--- src/rtl/tgc_pkg.sv ---
package tgc_pkg;

    localparam int TIME_W      = 32;
    localparam int THRESH_W    = 16;
    localparam int DRAG_W      = 24;
    localparam int EVT_COORD_W = 12;
    localparam int CFG_IDX_W   = 8;
    localparam int CFG_DATA_W  = 24;

    localparam logic [CFG_IDX_W-1:0] CFG_LONG_THRESH = 8'd0;
    localparam logic [CFG_IDX_W-1:0] CFG_DRAG_DIST   = 8'd1;

    localparam logic [THRESH_W-1:0] LONG_THRESH_RST = 16'd500;
    localparam logic [DRAG_W-1:0]   DRAG_DIST_RST   = 24'd100;

    typedef enum logic [1:0] {
        KIND_PRESS   = 2'd0,
        KIND_LONG    = 2'd1,
        KIND_DRAG    = 2'd2,
        KIND_RELEASE = 2'd3
    } t_tgc_kind;

    typedef struct packed {
        logic [THRESH_W-1:0] long_thresh;
        logic [DRAG_W-1:0]   drag_dist;
    } t_tgc_cfg;

    typedef struct packed {
        t_tgc_kind              kind;
        logic [EVT_COORD_W-1:0] x;
        logic [EVT_COORD_W-1:0] y;
        logic [TIME_W-1:0]      dur;
    } t_tgc_event;

endpackage

--- src/rtl/tgc_sample_if.sv ---
interface tgc_sample_if #(
    parameter int COORD_BITS = 12
);
    logic                      valid;
    logic                      ready;
    logic                      touch_active;
    logic [COORD_BITS-1:0]     pos_x;
    logic [COORD_BITS-1:0]     pos_y;
    logic [tgc_pkg::TIME_W-1:0] now_ms;

    modport source (output valid, output touch_active, output pos_x, output pos_y,
                    output now_ms, input ready);
    modport sink   (input valid, input touch_active, input pos_x, input pos_y,
                    input now_ms, output ready);
endinterface

--- src/rtl/tgc_event_if.sv ---
interface tgc_event_if;
    logic                            valid;
    logic                            ready;
    tgc_pkg::t_tgc_kind              event_kind;
    logic [tgc_pkg::EVT_COORD_W-1:0] event_x;
    logic [tgc_pkg::EVT_COORD_W-1:0] event_y;
    logic [tgc_pkg::TIME_W-1:0]      duration_ms;

    modport source (output valid, output event_kind, output event_x, output event_y,
                    output duration_ms, input ready);
    modport sink   (input valid, input event_kind, input event_x, input event_y,
                    input duration_ms, output ready);
endinterface

--- src/rtl/tgc_engine.sv ---
module tgc_engine #(
    parameter int COORD_BITS = 12
) (
    input  logic                       i_clk,
    input  logic                       i_rst_n,
    input  logic                       i_fire,
    input  logic                       i_touch_active,
    input  logic [COORD_BITS-1:0]      i_pos_x,
    input  logic [COORD_BITS-1:0]      i_pos_y,
    input  logic [tgc_pkg::TIME_W-1:0] i_now_ms,
    input  tgc_pkg::t_tgc_cfg          i_cfg,
    output logic                       o_has,
    output tgc_pkg::t_tgc_event        o_evt
);
    import tgc_pkg::*;

    localparam int SQ_W  = 2 * COORD_BITS;
    localparam int SUM_W = SQ_W + 1;
    localparam int CMP_W = (SUM_W > DRAG_W) ? SUM_W : DRAG_W;

    logic                  r_in_contact, n_in_contact;
    logic                  r_long_fired, n_long_fired;
    logic [TIME_W-1:0]     r_start_time, n_start_time;
    logic [COORD_BITS-1:0] r_start_x,    n_start_x;
    logic [COORD_BITS-1:0] r_start_y,    n_start_y;

    logic [TIME_W-1:0]             w_dur;
    logic [COORD_BITS-1:0]         w_dx, w_dy;
    logic [SQ_W-1:0]               w_dxe, w_dye, w_sq_x, w_sq_y;
    logic [SUM_W-1:0]              w_sum;
    logic [CMP_W+SUM_W-1:0]        w_sum_pad;
    logic [CMP_W+DRAG_W-1:0]       w_lim_pad;
    logic [CMP_W-1:0]              w_sum_c, w_lim_c;
    logic                          w_drag;
    logic                          w_long_due;
    logic [EVT_COORD_W+COORD_BITS-1:0] w_x_pad, w_y_pad, w_sx_pad, w_sy_pad;

    assign w_dur = i_now_ms - r_start_time;

    assign w_dx   = (i_pos_x >= r_start_x) ? (i_pos_x - r_start_x) : (r_start_x - i_pos_x);
    assign w_dy   = (i_pos_y >= r_start_y) ? (i_pos_y - r_start_y) : (r_start_y - i_pos_y);
    assign w_dxe  = {{COORD_BITS{1'b0}}, w_dx};
    assign w_dye  = {{COORD_BITS{1'b0}}, w_dy};
    assign w_sq_x = w_dxe * w_dxe;
    assign w_sq_y = w_dye * w_dye;
    assign w_sum  = {1'b0, w_sq_x} + {1'b0, w_sq_y};

    assign w_sum_pad = {{CMP_W{1'b0}}, w_sum};
    assign w_lim_pad = {{CMP_W{1'b0}}, i_cfg.drag_dist};
    assign w_sum_c   = w_sum_pad[CMP_W-1:0];
    assign w_lim_c   = w_lim_pad[CMP_W-1:0];
    assign w_drag    = w_sum_c > w_lim_c;

    assign w_long_due = !r_long_fired && (w_dur >= {{(TIME_W-THRESH_W){1'b0}}, i_cfg.long_thresh});

    assign w_x_pad  = {{EVT_COORD_W{1'b0}}, i_pos_x};
    assign w_y_pad  = {{EVT_COORD_W{1'b0}}, i_pos_y};
    assign w_sx_pad = {{EVT_COORD_W{1'b0}}, r_start_x};
    assign w_sy_pad = {{EVT_COORD_W{1'b0}}, r_start_y};

    always_comb begin
        n_in_contact = r_in_contact;
        n_long_fired = r_long_fired;
        n_start_time = r_start_time;
        n_start_x    = r_start_x;
        n_start_y    = r_start_y;
        o_has        = 1'b0;
        o_evt.kind   = KIND_PRESS;
        o_evt.x      = w_x_pad[EVT_COORD_W-1:0];
        o_evt.y      = w_y_pad[EVT_COORD_W-1:0];
        o_evt.dur    = w_dur;
        if (i_touch_active) begin
            if (!r_in_contact) begin
                n_in_contact = 1'b1;
                n_long_fired = 1'b0;
                n_start_time = i_now_ms;
                n_start_x    = i_pos_x;
                n_start_y    = i_pos_y;
                o_has        = 1'b1;
                o_evt.dur    = '0;
            end else begin
                if (w_long_due) begin
                    n_long_fired = 1'b1;
                    o_evt.kind   = KIND_LONG;
                    o_has        = 1'b1;
                end
                if (w_drag) begin
                    o_evt.kind = KIND_DRAG;
                    o_has      = 1'b1;
                end
            end
        end else if (r_in_contact) begin
            n_in_contact = 1'b0;
            o_has        = 1'b1;
            o_evt.kind   = KIND_RELEASE;
            o_evt.x      = w_sx_pad[EVT_COORD_W-1:0];
            o_evt.y      = w_sy_pad[EVT_COORD_W-1:0];
        end
    end

    always_ff @(posedge i_clk) begin
        if (!i_rst_n) begin
            r_in_contact <= 1'b0;
            r_long_fired <= 1'b0;
            r_start_time <= '0;
            r_start_x    <= '0;
            r_start_y    <= '0;
        end else if (i_fire) begin
            r_in_contact <= n_in_contact;
            r_long_fired <= n_long_fired;
            r_start_time <= n_start_time;
            r_start_x    <= n_start_x;
            r_start_y    <= n_start_y;
        end
    end

    a_release_on_lift: assert property (@(posedge i_clk) disable iff (!i_rst_n)
        (i_fire && !i_touch_active && r_in_contact) |-> (o_has && o_evt.kind == KIND_RELEASE))
        else $error("contact ended without a release event");

    a_press_latches: assert property (@(posedge i_clk) disable iff (!i_rst_n)
        (i_fire && i_touch_active && !r_in_contact)
            |=> (r_in_contact && !r_long_fired && r_start_time == $past(i_now_ms)))
        else $error("press did not capture the start of contact");

    a_long_sets_flag: assert property (@(posedge i_clk) disable iff (!i_rst_n)
        (i_fire && o_has && o_evt.kind == KIND_LONG) |=> r_long_fired)
        else $error("long press reported without setting the fired flag");

    a_state_holds: assert property (@(posedge i_clk) disable iff (!i_rst_n)
        !i_fire |=> ($stable(r_in_contact) && $stable(r_long_fired) && $stable(r_start_time)))
        else $error("touch state changed without a consumed sample");

endmodule

--- src/rtl/touch_gesture_classifier_core.sv ---
// Touch gesture classifier.
// Touch poll samples arrive as beats on i_sample (contact flag, position,
// millisecond timestamp); gesture events leave as beats on o_event
// (press, long press, drag or release, with position and held duration).
// A sample that causes no gesture produces no output beat.
// The two thresholds are written through i_cfg_we / i_cfg_idx / i_cfg_data
// by the user only while the block is idle (the block does not enforce it);
// writes to unknown indexes are ignored. A sample beat is captured in the
// input register and classified into the result register feeding o_event.
// Throughput is one sample per cycle while the receiver does not stall; the
// classifier state update and squared-distance compare are combinational.
// When the receiver stalls, the event is held in the result register and a
// further sample can still sit in the input register; i_sample.ready falls
// only once both are occupied.
// Reset clears the pipeline, ends any touch in progress and restores the
// thresholds to 500 ms and 100 squared pixels.
module touch_gesture_classifier_core #(
    parameter int COORD_BITS = 12
) (
    input  logic                                i_clk,
    input  logic                                i_rst_n,
    tgc_sample_if.sink                          i_sample,
    tgc_event_if.source                         o_event,
    input  logic                                i_cfg_we,
    input  logic [tgc_pkg::CFG_IDX_W-1:0]       i_cfg_idx,
    input  logic [tgc_pkg::CFG_DATA_W-1:0]      i_cfg_data
);
    import tgc_pkg::*;

    t_tgc_cfg              r_cfg;

    logic                  r_in_valid;
    logic                  r_in_touch;
    logic [COORD_BITS-1:0] r_in_x;
    logic [COORD_BITS-1:0] r_in_y;
    logic [TIME_W-1:0]     r_in_now;

    logic                  r_out_valid;
    t_tgc_event            r_out_evt;

    logic                  w_advance;
    logic                  w_fire;
    logic                  w_has;
    t_tgc_event            w_evt;

    assign w_advance      = !r_out_valid || o_event.ready;
    assign w_fire         = r_in_valid && w_advance;
    assign i_sample.ready = !r_in_valid || w_advance;

    always_ff @(posedge i_clk) begin
        if (!i_rst_n) begin
            r_cfg.long_thresh <= LONG_THRESH_RST;
            r_cfg.drag_dist   <= DRAG_DIST_RST;
        end else if (i_cfg_we) begin
            case (i_cfg_idx)
                CFG_LONG_THRESH: r_cfg.long_thresh <= i_cfg_data[THRESH_W-1:0];
                CFG_DRAG_DIST:   r_cfg.drag_dist   <= i_cfg_data[DRAG_W-1:0];
                default: begin
                end
            endcase
        end
    end

    always_ff @(posedge i_clk) begin
        if (!i_rst_n) begin
            r_in_valid <= 1'b0;
        end else if (i_sample.ready) begin
            r_in_valid <= i_sample.valid;
        end
    end

    always_ff @(posedge i_clk) begin
        if (i_sample.valid && i_sample.ready) begin
            r_in_touch <= i_sample.touch_active;
            r_in_x     <= i_sample.pos_x;
            r_in_y     <= i_sample.pos_y;
            r_in_now   <= i_sample.now_ms;
        end
    end

    tgc_engine #(
        .COORD_BITS (COORD_BITS)
    ) u_engine (
        .i_clk          (i_clk),
        .i_rst_n        (i_rst_n),
        .i_fire         (w_fire),
        .i_touch_active (r_in_touch),
        .i_pos_x        (r_in_x),
        .i_pos_y        (r_in_y),
        .i_now_ms       (r_in_now),
        .i_cfg          (r_cfg),
        .o_has          (w_has),
        .o_evt          (w_evt)
    );

    always_ff @(posedge i_clk) begin
        if (!i_rst_n) begin
            r_out_valid <= 1'b0;
        end else if (w_advance) begin
            r_out_valid <= w_fire && w_has;
        end
    end

    always_ff @(posedge i_clk) begin
        if (w_fire && w_has) begin
            r_out_evt <= w_evt;
        end
    end

    assign o_event.valid       = r_out_valid;
    assign o_event.event_kind  = r_out_evt.kind;
    assign o_event.event_x     = r_out_evt.x;
    assign o_event.event_y     = r_out_evt.y;
    assign o_event.duration_ms = r_out_evt.dur;

    a_press_zero_dur: assert property (@(posedge i_clk) disable iff (!i_rst_n)
        (r_out_valid && r_out_evt.kind == KIND_PRESS) |-> (r_out_evt.dur == '0))
        else $error("press event with nonzero duration");

    a_no_fire_when_blocked: assert property (@(posedge i_clk) disable iff (!i_rst_n)
        (r_out_valid && !o_event.ready) |-> !w_fire)
        else $error("sample consumed while the result register is blocked");

    a_full_blocks_input: assert property (@(posedge i_clk) disable iff (!i_rst_n)
        (r_in_valid && r_out_valid && !o_event.ready) |-> !i_sample.ready)
        else $error("input accepted with both stages occupied and stalled");

endmodule
--- src/flat_wrapper.sv ---
// flat-port wrapper written by rule: the top's interface ports become plain ports
module touch_gesture_classifier_core_flat import tgc_pkg::*;
#(
    parameter int COORD_BITS = 12
)
  (i_clk, i_rst_n, i_cfg_we, i_cfg_idx, i_cfg_data, i_sample_valid, i_sample_touch_active, i_sample_pos_x, i_sample_pos_y, i_sample_now_ms, i_sample_ready, o_event_valid, o_event_event_kind, o_event_event_x, o_event_event_y, o_event_duration_ms, o_event_ready);
  tgc_sample_if #(.COORD_BITS(COORD_BITS)) i_sample_i ();
  tgc_event_if o_event_i ();
  input  logic i_clk;
  input  logic i_rst_n;
  input  logic i_cfg_we;
  input  logic [tgc_pkg::CFG_IDX_W-1:0] i_cfg_idx;
  input  logic [tgc_pkg::CFG_DATA_W-1:0] i_cfg_data;
  input wire logic [$bits(i_sample_i.valid)-1:0] i_sample_valid;
  input wire logic [$bits(i_sample_i.touch_active)-1:0] i_sample_touch_active;
  input wire logic [$bits(i_sample_i.pos_x)-1:0] i_sample_pos_x;
  input wire logic [$bits(i_sample_i.pos_y)-1:0] i_sample_pos_y;
  input wire logic [$bits(i_sample_i.now_ms)-1:0] i_sample_now_ms;
  output wire logic [$bits(i_sample_i.ready)-1:0] i_sample_ready;
  output wire logic [$bits(o_event_i.valid)-1:0] o_event_valid;
  output wire logic [$bits(o_event_i.event_kind)-1:0] o_event_event_kind;
  output wire logic [$bits(o_event_i.event_x)-1:0] o_event_event_x;
  output wire logic [$bits(o_event_i.event_y)-1:0] o_event_event_y;
  output wire logic [$bits(o_event_i.duration_ms)-1:0] o_event_duration_ms;
  input wire logic [$bits(o_event_i.ready)-1:0] o_event_ready;
  assign i_sample_i.valid = i_sample_valid;
  assign i_sample_i.touch_active = i_sample_touch_active;
  assign i_sample_i.pos_x = i_sample_pos_x;
  assign i_sample_i.pos_y = i_sample_pos_y;
  assign i_sample_i.now_ms = i_sample_now_ms;
  assign i_sample_ready = i_sample_i.ready;
  assign o_event_valid = o_event_i.valid;
  assign o_event_event_kind = o_event_i.event_kind;
  assign o_event_event_x = o_event_i.event_x;
  assign o_event_event_y = o_event_i.event_y;
  assign o_event_duration_ms = o_event_i.duration_ms;
  assign o_event_i.ready = o_event_ready;
  touch_gesture_classifier_core #(.COORD_BITS(COORD_BITS)) u_core (.i_clk(i_clk), .i_rst_n(i_rst_n), .i_sample(i_sample_i), .o_event(o_event_i), .i_cfg_we(i_cfg_we), .i_cfg_idx(i_cfg_idx), .i_cfg_data(i_cfg_data));
endmodule
--- config.mk ---
export PLATFORM = sky130hd
export DESIGN_NAME = touch_gesture_classifier_core_flat
export DESIGN_NICKNAME = d
export VERILOG_FILES = /design/src/rtl/tgc_pkg.sv /design/src/rtl/tgc_sample_if.sv /design/src/rtl/tgc_event_if.sv /design/src/rtl/tgc_engine.sv /design/src/rtl/touch_gesture_classifier_core.sv /design/src/flat_wrapper.sv
export SDC_FILE = /design/constraint.sdc
export NUM_CORES = 1
export LEC_CHECK = 0
export BUFFER_PORTS_ARGS = -buffer_cell sky130_fd_sc_hd__buf_2
export CAP_MARGIN = 20
export CORE_MARGIN = 2
export CORE_UTILIZATION = 63
export CTS_BUF_LIST = sky130_fd_sc_hd__clkbuf_16
export CTS_CLUSTER_DIAMETER = 30
export DETAILED_ROUTE_END_ITERATION = 7
export HOLD_SLACK_MARGIN = 0.15
export PLACE_DENSITY = 0.83
export RECOVER_POWER = 25
export SETUP_SLACK_MARGIN = 0.4
export SYNTH_ARGS = -nofsm -noshare
export SYNTH_HDL_FRONTEND = slang
export SYNTH_SLANG_ARGS = --single-unit
--- constraint.sdc ---
create_clock -name i_clk -period 17.7 [get_ports i_clk]
set_input_delay 1.77 -clock i_clk [delete_from_list [all_inputs] [get_ports i_clk]]
set_output_delay 1.77 -clock i_clk [all_outputs]
set_load 0.05 [all_outputs]
==> impl_metrics.env <==
export IMPL_cp_data_required_time_ps=17890
export IMPL_worst_ep_arrival_time_ps=12760
export IMPL_slew_limit_headroom_pct=-164
export IMPL_finalHoldViolations=0
export IMPL_min_path_type="flip-flop to flip-flop"
export IMPL_ys_types=94
export IMPL_synth_top_family_by_area="adder cells"
export IMPL_synth_net_count=2777
export IMPL_finalClockSkew_ps=26.3
export IMPL_netlist_area_sq_um=21100
export IMPL_fin_crit_ps=12570
export IMPL_violations="capacitance limit, slew limit"
export IMPL_post_drt_wl_per_cell_microns=17.1
export IMPL_critPathMostFrequentCell="fa_1"
export IMPL_cts_buffers=45
export IMPL_drv_slew=151
export IMPL_gp_congestion=0.959
export IMPL_grt_setup_unrepaired="no"
export IMPL_synthCells=2252
export IMPL_vias_per_cell=5.65
export IMPL_start_kind="flip-flop"
export IMPL_fin_setup_tns_ps=0
export IMPL_ctsHoldBuffers=0
export IMPL_synth_top_cell_by_area="fa_1"
export IMPL_fp_dieW_microns=187
export IMPL_grt_overflow_total=0
export IMPL_htreeDepth=2
export IMPL_cts_tree="done"
export IMPL_coreArea_sq_um=33300
export IMPL_cts_root_buf="clkbuf_16"
export IMPL_fp_row_count=67
export IMPL_drt_iter0_drc=1279
export IMPL_firstDrtPassIters=5
export IMPL_area_growth_pct=13.1
export IMPL_antenna_found_initial=3
export IMPL_place_hpwl_microns=38300
export IMPL_maxCapViolCount=2
export IMPL_synth_xor_area_share_pct=3.14
export IMPL_cp_slowest_stage_delay_ps=550
export IMPL_clock_sinks=215
export IMPL_synth_edf_count=115
export IMPL_yosys_register_bits=215
export IMPL_end_kind="flip-flop"
export IMPL_drive_gt1_share_pct=12.8
export IMPL_grt_use_total_pct=28.6
export IMPL_status="finished, violations left"
export IMPL_fmax_mhz=79.6
export IMPL_grt_pass1_vias=16700
export IMPL_yosysSeqAreaShare_pct=25.9
export IMPL_synthMuxAreaShare_pct=2.44
export IMPL_finalSetupViolations=0
export IMPL_mostFrequentLayoutCells="inv_1 (418), ha_1 (224), fa_1 (207), nand2_1 (201), nor2_1 (162)"
export IMPL_io_pins=154
export IMPL_critPathKind="flip-flop to flip-flop"
export IMPL_ant_nets=0
export IMPL_crit_path_top_delay_cell="fa_1"
export IMPL_cts_buffer_depth=3
export IMPL_cp_max_fo=58
export IMPL_cts_resized=0
export IMPL_synthArstFlopShare_pct=0
export IMPL_portBuffers=153
export IMPL_synthFlopType="edfxtp_1"
export IMPL_synth_fa_ha_area_share_pct=32.9
export IMPL_yosysWarnings=0
export IMPL_worstSkewPairLatency_ps=570
export IMPL_synth_compound_area_share_pct=13.5
export IMPL_tightest_slew_ps=3960
export IMPL_nNetsFinal=2925
export IMPL_syn_avg_cell_area_sq_um=9.37
export IMPL_clk_pin_slew_ps=50
export IMPL_synthSimpleGateAreaFrac_pct=13.2
export IMPL_netlist_area_leader_share_pct=19.6
export IMPL_dr_total_vias=16300
export IMPL_die_h_microns=187
export IMPL_dieArea_sq_um=35000
export IMPL_grt_pass1_wl_microns=81200
export IMPL_finalWirelength_microns=49400
export IMPL_final_common_cell="inv_1"
export IMPL_drc=0
export IMPL_initial_core_util_pct=63.4
export IMPL_post_route_period_util_pct=71.0
export IMPL_yosys_top_cells_area="fa_1 (20%), edfxtp_1 (16%), ha_1 (13%)"
export IMPL_postCtsSetupBuffers=0
export IMPL_grt_max_degree=102
## per-stage QoR
step / instance area (sq um) / utilization, % / setup WS [ps] / std cells / hold slack [ps]
after detailed placement: 22300 / 67.0 / 5260 / 2800 / 460
after global routing: 23900 / 71.7 / 4290 / 2889 / 480
after CTS: 23900 / 71.7 / 5220 / 2884 / 466
final: 23900 / 71.7 / 5130 / 2890 / 467
after global placement: 22300 / 67.0 / 5680 / 2800 / 453
after floorplan: 21100 / - / 4280 / 2252 / 443
## Yosys cell counts, types with 16 or more instances
library cell	instances
xnor2_1	32
dfxtp_1	100
a21boi_0	59
ha_1	224
o21ai_0	68
mux2i_1	43
nand2b_1	39
and2_1	31
fa_1	207
nor2b_1	47
or2_2	17
nand2_1	202
nand4_1	16
clkbuf_1	58
a21oi_1	84
inv_1	416
a21o_1	66
nor2_1	164
edfxtp_1	115
nor3_1	21
xor2_1	28
## final cells by class
class | count | area (sq um)
sequential | 215 | 5460
fill | 2447 | 9430
tap | 448 | 561
antenna | 5 | 12.5
clock buffer | 45 | 1130
clock inverter | 39 | 425
timing repair buffer | 171 | 886
inverter | 426 | 1600
multi-input combinational | 1541 | 13800
## worst max-delay path: cells and delay by family (launching register included)
family	cells	cell delay [ps]
fa+ha+maj	11	4680
compound gates	14	3780
simple gates	7	1200
buf+inv	7	990
xor+xnor	2	690
flops	1	420
mux	1	410
## layer usage
| layer | vias up | wire length [microns] | GRT usage, % |
|---|---|---|---|
| met4 | 0 | 1600 | 10.4 |
| li1 | 7666 | - | - |
| met3 | 115 | 3160 | 4.99 |
| met1 | 7929 | 21000 | 37.8 |
| met2 | 608 | 23700 | 47.6 |
| met5 | - | 0 | 0 |
## final timing paths
kind                                         from                         endpoint  slack (ps)  depth (start not counted)
setup reg to reg                 u_core.r_in_y[0]       u_core.o_event.event_x[10]        5130                         42
hold / removal    u_core.u_engine.r_start_time[3]  u_core.u_engine.r_start_time[3]         470                          2
setup / recovery                 u_core.r_in_y[0]       u_core.o_event.event_x[10]        5130                         42
hold reg to reg   u_core.u_engine.r_start_time[3]  u_core.u_engine.r_start_time[3]         470                          2
## state kept, by name (all words and copies together), names as in the netlist, 2 cells and up
register                      count
u_core.o_event.duration_ms       32
u_core.u_engine.r_start_time     32
u_core.r_in_y                    12
u_core.u_engine.r_start_y        12
u_core.u_engine.r_start_x        12
u_core.o_event.event_y           12
u_core.o_event.event_x           12
u_core.r_in_now                  32
u_core.r_in_x                    12
u_core.o_event.event_kind         2
u_core.r_cfg                     40
## kinds of logic after synthesis
kind of cell	count (synthesis)
buffers and inverters	496
and+or+nand+nor	591
muxes	50
DFF	215
AOI/OAI and AO/OA	402
adders and majority gates	431
xor gates and xnor gates	67
Power is left out: the tool's default activity adds up to more than one toggle a clock period on the data nets, which glitch-free logic cannot reach.
